[config.mk]
export PLATFORM = sky130hd
export DESIGN_NAME = two_level_page_walk_with_tlb_top_flat
export DESIGN_NICKNAME = d
export VERILOG_FILES = /design/src/hdl/tlpw_pkg.sv /design/src/hdl/tlpw_in_if.sv /design/src/hdl/tlpw_out_if.sv /design/src/hdl/tlpw_frame_ram.sv /design/src/hdl/tlpw_tag_cam.sv /design/src/hdl/tlpw_victim.sv /design/src/hdl/two_level_page_walk_with_tlb_top.sv /design/src/flat_wrapper.sv
export SDC_FILE = /design/constraint.sdc
export NUM_CORES = 2
export LEC_CHECK = 0
export BUFFER_PORTS_ARGS = -buffer_cell sky130_fd_sc_hd__buf_2
export CAP_MARGIN = 20
export CORE_MARGIN = 4
export CORE_UTILIZATION = 45
export DETAILED_ROUTE_END_ITERATION = 12
export PLACE_DENSITY = 0.62
export SYNTH_ARGS = -nofsm -noshare
export SYNTH_HDL_FRONTEND = slang
export SYNTH_HIERARCHICAL = 1
export SYNTH_SLANG_ARGS = --single-unit
[constraint.sdc]
create_clock -name clk -period 6.21 [get_ports clk]
set_input_delay 0.3105 -clock clk [delete_from_list [all_inputs] [get_ports clk]]
set_output_delay 0.3105 -clock clk [all_outputs]
set_load 0.1 [all_outputs]
[src/hdl/tlpw_pkg.sv]
package tlpw_pkg;

  // TLB geometry
  localparam int TLB_ENTRIES = 64;
  localparam int IDX_W = (TLB_ENTRIES > 1) ? $clog2(TLB_ENTRIES) : 1;
  localparam int CNT_W = $clog2(TLB_ENTRIES + 1);
  localparam int REM_W = $clog2(2 * TLB_ENTRIES);

  // Reciprocal for the victim modulo: floor(2^32 / TLB_ENTRIES)
  localparam logic [32:0] VIC_RECIP = 33'((64'd1 << 32) / TLB_ENTRIES);

  // Address split
  localparam int PAGE_SHIFT = 12;
  localparam int TAG_W = 32 - PAGE_SHIFT;
  localparam int BASE_W = 20;

  localparam logic [15:0] LFSR_SEED = 16'hACE1;

  // Configuration register indexes
  localparam int CFG_IDX_W = 1;
  localparam int CFG_DATA_W = 20;
  typedef enum logic [CFG_IDX_W-1:0] {
    CFG_PAGING = 1'b0,
    CFG_BASE   = 1'b1
  } cfg_idx_t;

  typedef enum logic {
    FN_TRANSLATE = 1'b0,
    FN_RESPONSE  = 1'b1
  } func_t;

  typedef enum logic [1:0] {
    K_READY = 2'd0,
    K_READ  = 2'd1,
    K_FAULT = 2'd2
  } kind_t;

  typedef enum logic [1:0] {
    PH_IDLE  = 2'd0,
    PH_DIR   = 2'd1,
    PH_TABLE = 2'd2
  } phase_t;

  typedef enum logic [2:0] {
    S_IDLE,
    S_DECODE,
    S_LOOKUP,
    S_HIT,
    S_VICTIM
  } state_t;

  // Commands into the tag array
  typedef struct packed {
    logic             flush;
    logic             wr;
    logic [IDX_W-1:0] slot;
  } cam_cmd_t;

  // Status out of the tag array
  typedef struct packed {
    logic             hit;
    logic [IDX_W-1:0] idx;
    logic             full;
    logic [IDX_W-1:0] free_slot;
  } cam_stat_t;

  // Victim unit result
  typedef struct packed {
    logic             done;
    logic [IDX_W-1:0] slot;
  } vic_res_t;

endpackage

[src/hdl/tlpw_in_if.sv]
interface tlpw_in_if;
  logic        valid;
  logic        ready;
  logic        func;
  logic [31:0] linear_address;
  logic [31:0] read_data;

  modport source (output valid, output func, output linear_address, output read_data,
                  input ready);
  modport sink (input valid, input func, input linear_address, input read_data,
                output ready);
endinterface

[src/hdl/tlpw_out_if.sv]
interface tlpw_out_if;
  logic        valid;
  logic        ready;
  logic [1:0]  kind;
  logic [31:0] address;

  modport source (output valid, output kind, output address, input ready);
  modport sink (input valid, input kind, input address, output ready);
endinterface

[src/hdl/tlpw_frame_ram.sv]
module tlpw_frame_ram (
  input  logic                        clk,
  input  logic                        we,
  input  logic [tlpw_pkg::IDX_W-1:0]  waddr,
  input  logic [tlpw_pkg::TAG_W-1:0]  wdata,
  input  logic                        re,
  input  logic [tlpw_pkg::IDX_W-1:0]  raddr,
  output logic [tlpw_pkg::TAG_W-1:0]  rdata
);

  logic [tlpw_pkg::TAG_W-1:0] mem [tlpw_pkg::TLB_ENTRIES];
  logic [tlpw_pkg::TAG_W-1:0] rdata_r;

  // Write port
  always_ff @(posedge clk) begin
    if (we) begin
      mem[waddr] <= wdata;
    end
  end

  // Registered read port
  always_ff @(posedge clk) begin
    if (re) begin
      rdata_r <= mem[raddr];
    end
  end

  assign rdata = rdata_r;

endmodule

[src/hdl/tlpw_tag_cam.sv]
module tlpw_tag_cam (
  input  logic                        clk,
  input  logic                        rst_n,
  input  logic [tlpw_pkg::TAG_W-1:0]  lookup_tag,
  input  logic [tlpw_pkg::TAG_W-1:0]  wr_tag,
  input  tlpw_pkg::cam_cmd_t          cmd,
  output tlpw_pkg::cam_stat_t         stat
);

  localparam int N = tlpw_pkg::TLB_ENTRIES;

  logic [tlpw_pkg::TAG_W-1:0] tag_r [N];
  logic [tlpw_pkg::CNT_W-1:0] count_r, count_nxt;
  logic [N-1:0]               match;
  logic [tlpw_pkg::IDX_W-1:0] hit_idx;
  logic                       full;

  // Compare every live entry; entries fill in order, so live means below the count
  always_comb begin
    for (int i = 0; i < N; i++) begin
      match[i] = (tlpw_pkg::CNT_W'(i) < count_r) && (tag_r[i] == lookup_tag);
    end
  end

  // Encode the (single) matching entry
  always_comb begin
    hit_idx = '0;
    for (int i = 0; i < N; i++) begin
      if (match[i]) begin
        hit_idx = hit_idx | tlpw_pkg::IDX_W'(i);
      end
    end
  end

  assign full = (count_r == tlpw_pkg::CNT_W'(N));

  always_comb begin
    stat.hit       = |match;
    stat.idx       = hit_idx;
    stat.full      = full;
    stat.free_slot = count_r[tlpw_pkg::IDX_W-1:0];
  end

  // Fill count: clear on flush, advance on an append
  always_comb begin
    count_nxt = count_r;
    if (cmd.flush) begin
      count_nxt = '0;
    end else if (cmd.wr && !full) begin
      count_nxt = count_r + tlpw_pkg::CNT_W'(1);
    end
  end

  always_ff @(posedge clk) begin
    if (!rst_n) begin
      count_r <= '0;
    end else begin
      count_r <= count_nxt;
    end
  end

  // Tag cells
  always_ff @(posedge clk) begin
    if (cmd.wr) begin
      tag_r[cmd.slot] <= wr_tag;
    end
  end

  a_single_match: assert property (@(posedge clk) disable iff (!rst_n) $onehot0(match))
    else $error("tag array holds duplicate live tags");
  a_count_bound: assert property (@(posedge clk) disable iff (!rst_n)
    count_r <= tlpw_pkg::CNT_W'(N))
    else $error("fill count beyond capacity");
  a_append_slot: assert property (@(posedge clk) disable iff (!rst_n)
    cmd.wr && !full |-> cmd.slot == count_r[tlpw_pkg::IDX_W-1:0])
    else $error("append not at first free entry");

endmodule

[src/hdl/tlpw_victim.sv]
module tlpw_victim (
  input  logic                clk,
  input  logic                rst_n,
  input  logic                start,
  output tlpw_pkg::vic_res_t  res
);

  localparam int N = tlpw_pkg::TLB_ENTRIES;

  logic [15:0]                lfsr_r;
  logic                       fb;
  logic                       v1_r, v2_r, v3_r;
  logic [48:0]                prod_r;
  logic [16:0]                quot;
  logic [31:0]                rem_full;
  logic [tlpw_pkg::REM_W-1:0] rem_r;

  // Advance the LFSR once per replacement
  assign fb = lfsr_r[0] ^ lfsr_r[2] ^ lfsr_r[3] ^ lfsr_r[5];

  always_ff @(posedge clk) begin
    if (!rst_n) begin
      lfsr_r <= tlpw_pkg::LFSR_SEED;
      v1_r   <= 1'b0;
      v2_r   <= 1'b0;
      v3_r   <= 1'b0;
    end else begin
      if (start) begin
        lfsr_r <= {fb, lfsr_r[15:1]};
      end
      v1_r <= start;
      v2_r <= v1_r;
      v3_r <= v2_r;
    end
  end

  // Modulo by reciprocal: estimate quotient, subtract, then one correction
  assign quot     = prod_r[48:32];
  assign rem_full = 32'(lfsr_r) - (32'(quot) * 32'(N));

  always_ff @(posedge clk) begin
    prod_r <= 49'(lfsr_r) * 49'(tlpw_pkg::VIC_RECIP);
    rem_r  <= tlpw_pkg::REM_W'(rem_full);
  end

  always_comb begin
    res.done = v3_r;
    if (rem_r >= tlpw_pkg::REM_W'(N)) begin
      res.slot = tlpw_pkg::IDX_W'(rem_r - tlpw_pkg::REM_W'(N));
    end else begin
      res.slot = tlpw_pkg::IDX_W'(rem_r);
    end
  end

  a_no_restart: assert property (@(posedge clk) disable iff (!rst_n)
    (v1_r || v2_r) |-> !start)
    else $error("victim request while one is in flight");

endmodule

[src/hdl/two_level_page_walk_with_tlb_top.sv]
// Channel   Dir  Handshake        Payload
// in_ch     in   valid/ready      func, linear_address, read_data
// out_ch    out  valid/ready      kind, address
// cfg_*     in   cfg_we only      cfg_index, cfg_wdata
//
// Each item is accepted in S_IDLE, then decoded in S_DECODE; a response
// during a walk or a pass-through answers there. A translate request with
// paging on goes on to S_LOOKUP, which starts the walk on a miss, and on
// a hit to S_HIT after a frame RAM read. A fill that must replace waits in
// S_VICTIM on the victim modulo unit.
// Reset is synchronous; the TLB is empty after reset, no clearing pass.
// A stalled out_ch holds the block in any step that must answer until the
// result register frees.
module two_level_page_walk_with_tlb_top (
  input  logic                              clk,
  input  logic                              rst_n,
  tlpw_in_if.sink                           in_ch,
  tlpw_out_if.source                        out_ch,
  input  logic                              cfg_we,
  input  logic [tlpw_pkg::CFG_IDX_W-1:0]    cfg_index,
  input  logic [tlpw_pkg::CFG_DATA_W-1:0]   cfg_wdata
);

  tlpw_pkg::state_t    state_r, state_nxt;
  tlpw_pkg::phase_t    phase_r, phase_nxt;
  tlpw_pkg::cam_cmd_t  cam_cmd;
  tlpw_pkg::cam_stat_t cam_stat;
  tlpw_pkg::vic_res_t  vic_res;
  tlpw_pkg::kind_t     emit_kind;

  logic                              paging_r;
  logic [tlpw_pkg::BASE_W-1:0]       base_r;
  logic [tlpw_pkg::BASE_W-1:0]       last_base_r, last_base_nxt;
  logic [31:0]                       pend_r, pend_nxt;
  logic                              req_func_r;
  logic [31:0]                       req_lin_r;
  logic [31:0]                       req_data_r;
  logic                              out_valid_r, out_valid_nxt;
  logic [1:0]                        out_kind_r;
  logic [31:0]                       out_addr_r;
  logic                              in_acc;
  logic                              out_free;
  logic                              emit;
  logic [31:0]                       emit_addr;
  logic                              vic_start;
  logic                              ram_re;
  logic [tlpw_pkg::TAG_W-1:0]        frame_rd;
  logic                              present;

  assign in_acc   = in_ch.valid && in_ch.ready;
  assign out_free = !out_valid_r || out_ch.ready;
  assign present  = req_data_r[0];

  assign in_ch.ready   = (state_r == tlpw_pkg::S_IDLE);
  assign out_ch.valid  = out_valid_r;
  assign out_ch.kind   = out_kind_r;
  assign out_ch.address = out_addr_r;

  // Configuration registers
  always_ff @(posedge clk) begin
    if (!rst_n) begin
      paging_r <= 1'b0;
      base_r   <= '0;
    end else if (cfg_we) begin
      unique case (tlpw_pkg::cfg_idx_t'(cfg_index))
        tlpw_pkg::CFG_PAGING: paging_r <= cfg_wdata[0];
        tlpw_pkg::CFG_BASE:   base_r   <= cfg_wdata;
        default: ;
      endcase
    end
  end

  // Capture the accepted item
  always_ff @(posedge clk) begin
    if (in_acc) begin
      req_func_r <= in_ch.func;
      req_lin_r  <= in_ch.linear_address;
      req_data_r <= in_ch.read_data;
    end
  end

  // Next state
  always_comb begin
    state_nxt = state_r;
    unique case (state_r)
      tlpw_pkg::S_IDLE: begin
        if (in_acc) begin
          state_nxt = tlpw_pkg::S_DECODE;
        end
      end
      tlpw_pkg::S_DECODE: begin
        if (req_func_r == tlpw_pkg::FN_TRANSLATE) begin
          if (paging_r) begin
            state_nxt = tlpw_pkg::S_LOOKUP;
          end else if (out_free) begin
            state_nxt = tlpw_pkg::S_IDLE;
          end
        end else begin
          unique case (phase_r)
            tlpw_pkg::PH_DIR: begin
              if (out_free) begin
                state_nxt = tlpw_pkg::S_IDLE;
              end
            end
            tlpw_pkg::PH_TABLE: begin
              if (out_free) begin
                state_nxt = (present && cam_stat.full) ? tlpw_pkg::S_VICTIM
                                                       : tlpw_pkg::S_IDLE;
              end
            end
            default: state_nxt = tlpw_pkg::S_IDLE;
          endcase
        end
      end
      tlpw_pkg::S_LOOKUP: begin
        if (cam_stat.hit) begin
          state_nxt = tlpw_pkg::S_HIT;
        end else if (out_free) begin
          state_nxt = tlpw_pkg::S_IDLE;
        end
      end
      tlpw_pkg::S_HIT: begin
        if (out_free) begin
          state_nxt = tlpw_pkg::S_IDLE;
        end
      end
      tlpw_pkg::S_VICTIM: begin
        if (vic_res.done) begin
          state_nxt = tlpw_pkg::S_IDLE;
        end
      end
      default: state_nxt = tlpw_pkg::S_IDLE;
    endcase
  end

  // Outputs and walk bookkeeping
  always_comb begin
    emit          = 1'b0;
    emit_kind     = tlpw_pkg::K_READY;
    emit_addr     = req_lin_r;
    phase_nxt     = phase_r;
    pend_nxt      = pend_r;
    last_base_nxt = last_base_r;
    cam_cmd       = '0;
    vic_start     = 1'b0;
    ram_re        = 1'b0;
    unique case (state_r)
      tlpw_pkg::S_DECODE: begin
        if (req_func_r == tlpw_pkg::FN_TRANSLATE) begin
          phase_nxt = tlpw_pkg::PH_IDLE;
          if (!paging_r) begin
            emit = out_free;
          end else if (base_r != last_base_r) begin
            // Directory moved: drop every translation
            cam_cmd.flush = 1'b1;
            last_base_nxt = base_r;
          end
        end else begin
          unique case (phase_r)
            tlpw_pkg::PH_DIR: begin
              if (out_free) begin
                emit = 1'b1;
                if (present) begin
                  emit_kind = tlpw_pkg::K_READ;
                  emit_addr = {req_data_r[31:12], pend_r[21:12], 2'b00};
                  phase_nxt = tlpw_pkg::PH_TABLE;
                end else begin
                  emit_kind = tlpw_pkg::K_FAULT;
                  emit_addr = pend_r;
                  phase_nxt = tlpw_pkg::PH_IDLE;
                end
              end
            end
            tlpw_pkg::PH_TABLE: begin
              if (out_free) begin
                emit      = 1'b1;
                phase_nxt = tlpw_pkg::PH_IDLE;
                if (present) begin
                  emit_kind = tlpw_pkg::K_READY;
                  emit_addr = {req_data_r[31:12], pend_r[11:0]};
                  // Append to the first free entry, or pick a victim
                  if (cam_stat.full) begin
                    vic_start = 1'b1;
                  end else begin
                    cam_cmd.wr   = 1'b1;
                    cam_cmd.slot = cam_stat.free_slot;
                  end
                end else begin
                  emit_kind = tlpw_pkg::K_FAULT;
                  emit_addr = pend_r;
                end
              end
            end
            default: phase_nxt = tlpw_pkg::PH_IDLE;
          endcase
        end
      end
      tlpw_pkg::S_LOOKUP: begin
        if (cam_stat.hit) begin
          ram_re = 1'b1;
        end else if (out_free) begin
          // Miss: start the walk at the directory entry
          emit      = 1'b1;
          emit_kind = tlpw_pkg::K_READ;
          emit_addr = {base_r, req_lin_r[31:22], 2'b00};
          pend_nxt  = req_lin_r;
          phase_nxt = tlpw_pkg::PH_DIR;
        end
      end
      tlpw_pkg::S_HIT: begin
        emit      = out_free;
        emit_kind = tlpw_pkg::K_READY;
        emit_addr = {frame_rd, req_lin_r[11:0]};
      end
      tlpw_pkg::S_VICTIM: begin
        if (vic_res.done) begin
          cam_cmd.wr   = 1'b1;
          cam_cmd.slot = vic_res.slot;
        end
      end
      default: ;
    endcase
  end

  // Result register
  always_comb begin
    out_valid_nxt = out_valid_r;
    if (emit) begin
      out_valid_nxt = 1'b1;
    end else if (out_ch.ready) begin
      out_valid_nxt = 1'b0;
    end
  end

  always_ff @(posedge clk) begin
    if (emit) begin
      out_kind_r <= emit_kind;
      out_addr_r <= emit_addr;
    end
  end

  // Control registers
  always_ff @(posedge clk) begin
    if (!rst_n) begin
      state_r     <= tlpw_pkg::S_IDLE;
      phase_r     <= tlpw_pkg::PH_IDLE;
      pend_r      <= '0;
      last_base_r <= '0;
      out_valid_r <= 1'b0;
    end else begin
      state_r     <= state_nxt;
      phase_r     <= phase_nxt;
      pend_r      <= pend_nxt;
      last_base_r <= last_base_nxt;
      out_valid_r <= out_valid_nxt;
    end
  end

  tlpw_tag_cam u_cam (
    .clk        (clk),
    .rst_n      (rst_n),
    .lookup_tag (req_lin_r[31:12]),
    .wr_tag     (pend_r[31:12]),
    .cmd        (cam_cmd),
    .stat       (cam_stat)
  );

  tlpw_frame_ram u_frame_ram (
    .clk   (clk),
    .we    (cam_cmd.wr),
    .waddr (cam_cmd.slot),
    .wdata (req_data_r[31:12]),
    .re    (ram_re),
    .raddr (cam_stat.idx),
    .rdata (frame_rd)
  );

  tlpw_victim u_victim (
    .clk   (clk),
    .rst_n (rst_n),
    .start (vic_start),
    .res   (vic_res)
  );

  a_hit_after_lookup: assert property (@(posedge clk) disable iff (!rst_n)
    state_r == tlpw_pkg::S_HIT |->
      $past(state_r) == tlpw_pkg::S_LOOKUP || $past(state_r) == tlpw_pkg::S_HIT)
    else $error("hit state entered without a lookup");
  a_victim_in_state: assert property (@(posedge clk) disable iff (!rst_n)
    vic_res.done |-> state_r == tlpw_pkg::S_VICTIM)
    else $error("victim slot arrived outside the replace step");

endmodule
[src/flat_wrapper.sv]
// flat-port wrapper written by rule: the top's interface ports become plain ports
module two_level_page_walk_with_tlb_top_flat 
  (clk, rst_n, cfg_we, cfg_index, cfg_wdata, in_ch_valid, in_ch_func, in_ch_linear_address, in_ch_read_data, in_ch_ready, out_ch_valid, out_ch_kind, out_ch_address, out_ch_ready);
  tlpw_in_if in_ch_i ();
  tlpw_out_if out_ch_i ();
  input  logic clk;
  input  logic rst_n;
  input  logic cfg_we;
  input  logic [tlpw_pkg::CFG_IDX_W-1:0] cfg_index;
  input  logic [tlpw_pkg::CFG_DATA_W-1:0] cfg_wdata;
  input wire logic [$bits(in_ch_i.valid)-1:0] in_ch_valid;
  input wire logic [$bits(in_ch_i.func)-1:0] in_ch_func;
  input wire logic [$bits(in_ch_i.linear_address)-1:0] in_ch_linear_address;
  input wire logic [$bits(in_ch_i.read_data)-1:0] in_ch_read_data;
  output wire logic [$bits(in_ch_i.ready)-1:0] in_ch_ready;
  output wire logic [$bits(out_ch_i.valid)-1:0] out_ch_valid;
  output wire logic [$bits(out_ch_i.kind)-1:0] out_ch_kind;
  output wire logic [$bits(out_ch_i.address)-1:0] out_ch_address;
  input wire logic [$bits(out_ch_i.ready)-1:0] out_ch_ready;
  assign in_ch_i.valid = in_ch_valid;
  assign in_ch_i.func = in_ch_func;
  assign in_ch_i.linear_address = in_ch_linear_address;
  assign in_ch_i.read_data = in_ch_read_data;
  assign in_ch_ready = in_ch_i.ready;
  assign out_ch_valid = out_ch_i.valid;
  assign out_ch_kind = out_ch_i.kind;
  assign out_ch_address = out_ch_i.address;
  assign out_ch_i.ready = out_ch_ready;
  two_level_page_walk_with_tlb_top u_core (.clk(clk), .rst_n(rst_n), .in_ch(in_ch_i), .out_ch(out_ch_i), .cfg_we(cfg_we), .cfg_index(cfg_index), .cfg_wdata(cfg_wdata));
endmodule
-- After elaboration in Yosys (flattened, before gate mapping)
Memory sizes are Yosys's and may differ from the RTL's. A register that Yosys moved wholly into a read port is not among the register bits.
Cells that the tools add are included.
- bits in registers: 218
- memory bits (writable): 2560
- input port bits: 91
- output and inout port bits: 36
- memories: 2
- $add $sub $neg: 3
- $lt $le $gt $ge: 65
- eq/ne operators: 85
- muxes and demuxes: 286
- bitwise operators: 4
- reductions and logical operators: 82
- memory list (name ; depth ; width ; rd ports ; clocked after Yosys merged registers in ; wr ports ; RTL line ; text):
    u_core.u_cam.tag_r ; 64 ; 20 ; 64 ; 0 ; 1 ; tlpw_tag_cam.sv:12 ; logic [tlpw_pkg::TAG_W-1:0] tag_r [N];
    u_core.u_frame_ram.mem ; 64 ; 20 ; 1 ; 1 ; 1 ; tlpw_frame_ram.sv:11 ; logic [tlpw_pkg::TAG_W-1:0] mem [tlpw_pkg::TLB_ENTRIES];
- operator list (cell ; number):
    $eq A20 B20 Y1 ; 64
    $mux W32 ; 32
    $mux W20 ; 14
    $lt A6 B7 Y1 const A ; 32
    $mux W6 ; 33
    $mux W7 ; 24
    $lt A5 B7 Y1 const A ; 16
    $mux W2 ; 50
    $mux W3 ; 32
    $pmux W32 S3 ; 1
    $mux W5 ; 16
    $logic_and A1 B1 Y1 ; 67
    $mux W1 ; 64
    $pmux W32 S2 ; 1
    $reduce_or A64 Y1 ; 1
    $lt A4 B7 Y1 const A ; 8
    $mux W16 ; 2
    $mux W4 ; 8
    $lt A3 B7 Y1 const A ; 4
    $ne A20 B20 Y1 ; 1
    $pmux W2 S2 ; 4
    $pmux W3 S5 ; 1
    $lt A1 B7 Y1 const A ; 2
    $lt A2 B7 Y1 const A ; 2
    other kinds (28) ; 46

-- Longest topological paths before layout
An unclocked memory read counts as a cell.
- depth in word-level cells: 66
- depth in mapped cells: 22
- depth with buffers taken out: 12

-- Hierarchy
The synthesis kept the hierarchy.
- by module, submodules not included (module ; times used ; cells an instance ; area an instance (µm²) ; seq. area each (µm²)):
    tlpw_tag_cam ; 1 ; 3451 ; 55026.5 ; 38577.0
    tlpw_frame_ram ; 1 ; 2223 ; 49752.7 ; 39037.4
    two_level_page_walk_with_tlb_top ; 1 ; 819 ; 7888.8 ; 4224.1
    tlpw_victim ; 1 ; 68 ; 839.6 ; 500.5

-- Worst setup path after synthesis
Ideal clock, no wire load.
- path type: reg-to-reg
- start point: register u_core/u_cam/count_r[4] (netlist name)
- end point: register u_core.out_addr_r[0] (netlist: u_core/out_ch.address[0]) (enable)
- setup time: 0.472 ns
- arrival time: 4.276 ns
- data required time: 5.738 ns
- setup slack: 1.462 ns
- cell stages (with the launch flop): 12
- path buffers: 2
- cells stage by stage: dfxtp_1 -> buf_6 -> or4b_4 -> o2111ai_1 -> o22ai_1 -> or3_1 -> or4_1 -> or4_1 -> inv_1 -> nand3_1 -> clkbuf_1 -> o21ai_0
- RTL lines (item ; RTL line ; text):
    from (decl) ; tlpw_tag_cam.sv:13 ; logic [tlpw_pkg::CNT_W-1:0] count_r, count_nxt;
    from (signal assigned) ; tlpw_tag_cam.sv:58 ; count_r <= count_nxt;
    to (signal assigned) ; two_level_page_walk_with_tlb_top.sv:238 ; out_addr_r <= emit_addr;
    to (decl) ; two_level_page_walk_with_tlb_top.sv:40 ; logic [31:0] out_addr_r;

==> results.json <==
{
  "worstMarginPinSlew_ns": 1.27,
  "port_buffers": 115,
  "path_class": "reg2reg",
  "drtIter0Drc": 7686,
  "finalWirelength_um": 325000,
  "num_vias": 63200,
  "layout-drive-gt1-share": 0.199,
  "start_kind": "flop",
  "core_area_um2": 251000,
  "netlist_instances": 6561,
  "design_area_um2": 131000,
  "intPower_mw": 30.8,
  "required_ns": 6.85,
  "drt_pass1_iterations": 6,
  "max-slew-margin-rel": 0.144,
  "clk_latency_ns": 0.91,
  "synth_cell_types": 79,
  "setup_viol": 0,
  "hpwl_um": 187000,
  "antenna_found_initial": 22,
  "grt_pass1_wl_um": 458000,
  "ys_seq_area_frac": 0.725,
  "htree_levels": 5,
  "route.detailed.drc": 0,
  "wl_per_cell_um": 30.2,
  "synthArstFlopShare": 0,
  "antenna_left": 0,
  "num_rows": 184,
  "drv_slew": 0,
  "path_clk_slew_ns": 0.07,
  "power.switching_mw": 8.05,
  "final_cell_mix": "edfxtp_1, xor2_1, xnor2_1",
  "grt.total_usage": 0.246,
  "finalClockSkew_ns": 0.0436,
  "critPathMaxFanout": 26,
  "synth_seq_cells": 2779,
  "rsz0062_at_grt": "false",
  "crit_arrival_ns": 6.40,
  "area_growth_pct": 15.5,
  "synth_fp_nets": 6658,
  "comb_power_share": 0.040,
  "numCtsBuffers": 292,
  "finalHoldViolCount": 0,
  "layout_min_cycle_time_ns": 5.77,
  "start_util": 0.452,
  "peakVddDrop_uv": 297,
  "cts.repair.resized": 0,
  "avgSynthCellArea_um2": 17.3,
  "status": "finished clean",
  "die_area_um2": 260000,
  "final_cells": 10700,
  "power_density_nw_per_um2": 296,
  "cts.sinks": 2779,
  "seq_power_share": 0.528,
  "min_path_type": "in2reg",
  "clockBufferDepth": 4,
  "post-route-period-util": 0.929,
  "grt_pass1_vias": 62600,
  "final_common_cell": "edfxtp_1",
  "io_pins": 127,
  "cts_root_buffer": "clkbuf_16",
  "p_clk_frac": 0.433,
  "fillers": 20000,
  "cts_tree": "built",
  "nNetsFinal": 7280,
  "yosysWarningCount": 6,
  "max_freq_mhz": 173,
  "die_h_um": 510,
  "holdWs_ns": 0.0937,
  "synth_area_um2": 114000,
  "gp_congestion": 0.929,
  "synth_edf_count": 2668,
  "grt_start_max_net_pins": 66,
  "cap_violations": 0,
  "routed_via_density": 5.88,
  "swShare": 0.207,
  "post-place-cells": 10200,
  "leakage_nw": 38.7,
  "grt_overflow": 0,
  "die-width_um": 510,
  "end_kind": "flop",
  "placed_area_um2": 121000,
  "final.setup.tns_ns": 0,
  "cts_setup_buffers": 0,
  "synth_flop_cell": "edfxtp_1"
}
[power groups by stage]
| stage | logic [mW] | clock network [mW] | registers [mW] |
|---|---|---|---|
| after CTS | 1.54 | 17.1 | 20.5 |
| final | 1.54 | 16.8 | 20.5 |
| after global placement | 1.47 | 0 | 20.9 |
| after global routing | 1.62 | 17.8 | 20.5 |
| after floorplan | 0.776 | 0 | 21.0 |
| after detailed placement | 1.49 | 0 | 20.9 |
[registers in the layout, indices dropped and copies added, names as in the netlist, 3 cells and up]
name                      cells
u_core/u_victim/lfsr_r       16
u_core/u_frame_ram/mem     1280
u_core/last_base_r           20
u_core/u_cam/tag_r         1280
u_core/u_cam/count_r          7
u_core/pend_r                32
u_core/req_data_r            21
u_core/state_r                3
u_core/u_victim/rem_r         6
u_core/out_ch.address        32
u_core/u_frame_ram/rdata     20
u_core/req_lin_r             32
u_core/base_r                20
[worst paths after layout]
path,to,slack (ns),depth (start not counted),from
setup / recovery,u_core/u_frame_ram/rdata[13],0.44,15,u_core/req_lin_r[30]
hold / removal,u_core/state_r[2],0.09,5,in_ch_valid
setup reg to reg,u_core/u_frame_ram/rdata[13],0.44,15,u_core/req_lin_r[30]
hold reg to reg,u_core/u_victim/rem_r[1],0.38,0,u_core/u_victim/lfsr_r[1]
[per-stage QoR]
step	utilization	worst slack (ns)	power [mW]
3_5_place_dp	0.483	0.651	22.4
2_1_floorplan	-	1.46	21.8
6_report	0.522	0.443	38.8
4_1_cts	0.522	0.609	39.1
5_1_grt	0.522	0.478	39.9
3_3_place_gp	0.482	0.564	22.4
[cells in the mapped netlist, types with 107 or more instances]
cell      count  area share
xor2_1      657       0.051
dfxtp_1     111       0.020
xnor2_1     649       0.050
mux2i_1     180       0.016
nand4_1     190       0.010
mux4_2      280       0.056
nor2_1      201      0.0066
edfxtp_1   2668        0.71
nand2_1     213      0.0070
clkbuf_1    107      0.0035
nor4_1      183       0.010
buf_2       134      0.0059
o21ai_0     112      0.0049
a21oi_1     121      0.0053
[critical path: stages (launching register included)]
cell	delay (ns)
edfxtp_1	0.65
buf_12	0.34
buf_4	0.26
xor2_1	0.09
nor4_1	0.34
nand4_1	0.23
nor3_1	0.66
a2111oi_0	0.22
nand4_1	0.17
or4_4	0.35
buf_12	0.29
buf_4	0.29
mux4_2	0.54
mux4_2	0.52
o22ai_1	0.32
a211oi_1	0.10
[timing repair]
item / 4_1_cts / 5_1_grt
hold buffers: 78 / 0
endpoints found under the setup margin: 0 / 0
hold endpoints to repair: 84 / 0
[cells by family (layout without fill, tap and decap cells)]
family	count (synthesis)	count (layout)	share of synthesized area
xor+xnor	1306	1306	0.101
mux	497	497	0.0751
compound gates	548	548	0.0314
other cells	0	10	0
buf+inv	380	1208	0.0182
fa+ha+maj	6	6	0.000661
simple gates	1045	1045	0.0485
flops	2779	2779	0.725
[layer usage]
metal  global-route usage  wire, µm  vias up
li1                     -         -    26600
met3               0.0413     25700      639
met1                0.330    127000    33100
met5                    0        13        -
met4               0.0887     12200        2
met2                0.406    160000     2914
[area by class of cell]
| type | instances | area [µm²] | share of cell area |
|---|---|---|---|
| Sequential cell | 2779 | 82400 | 0.629 |
| Multi-Input combinational cell | 3402 | 29400 | 0.224 |
| Clock buffer | 376 | 7940 | 0.0605 |
| Timing Repair Buffer | 691 | 5990 | 0.0457 |
| Tap cell | 3348 | 4190 | 0.0319 |
| Clock inverter | 124 | 1120 | 0.00857 |
| Inverter | 17 | 65.1 | 0.000496 |
| Antenna cell | 10 | 25.0 | 0.000191 |
No activity file was read; power rests on OpenSTA's default activity.
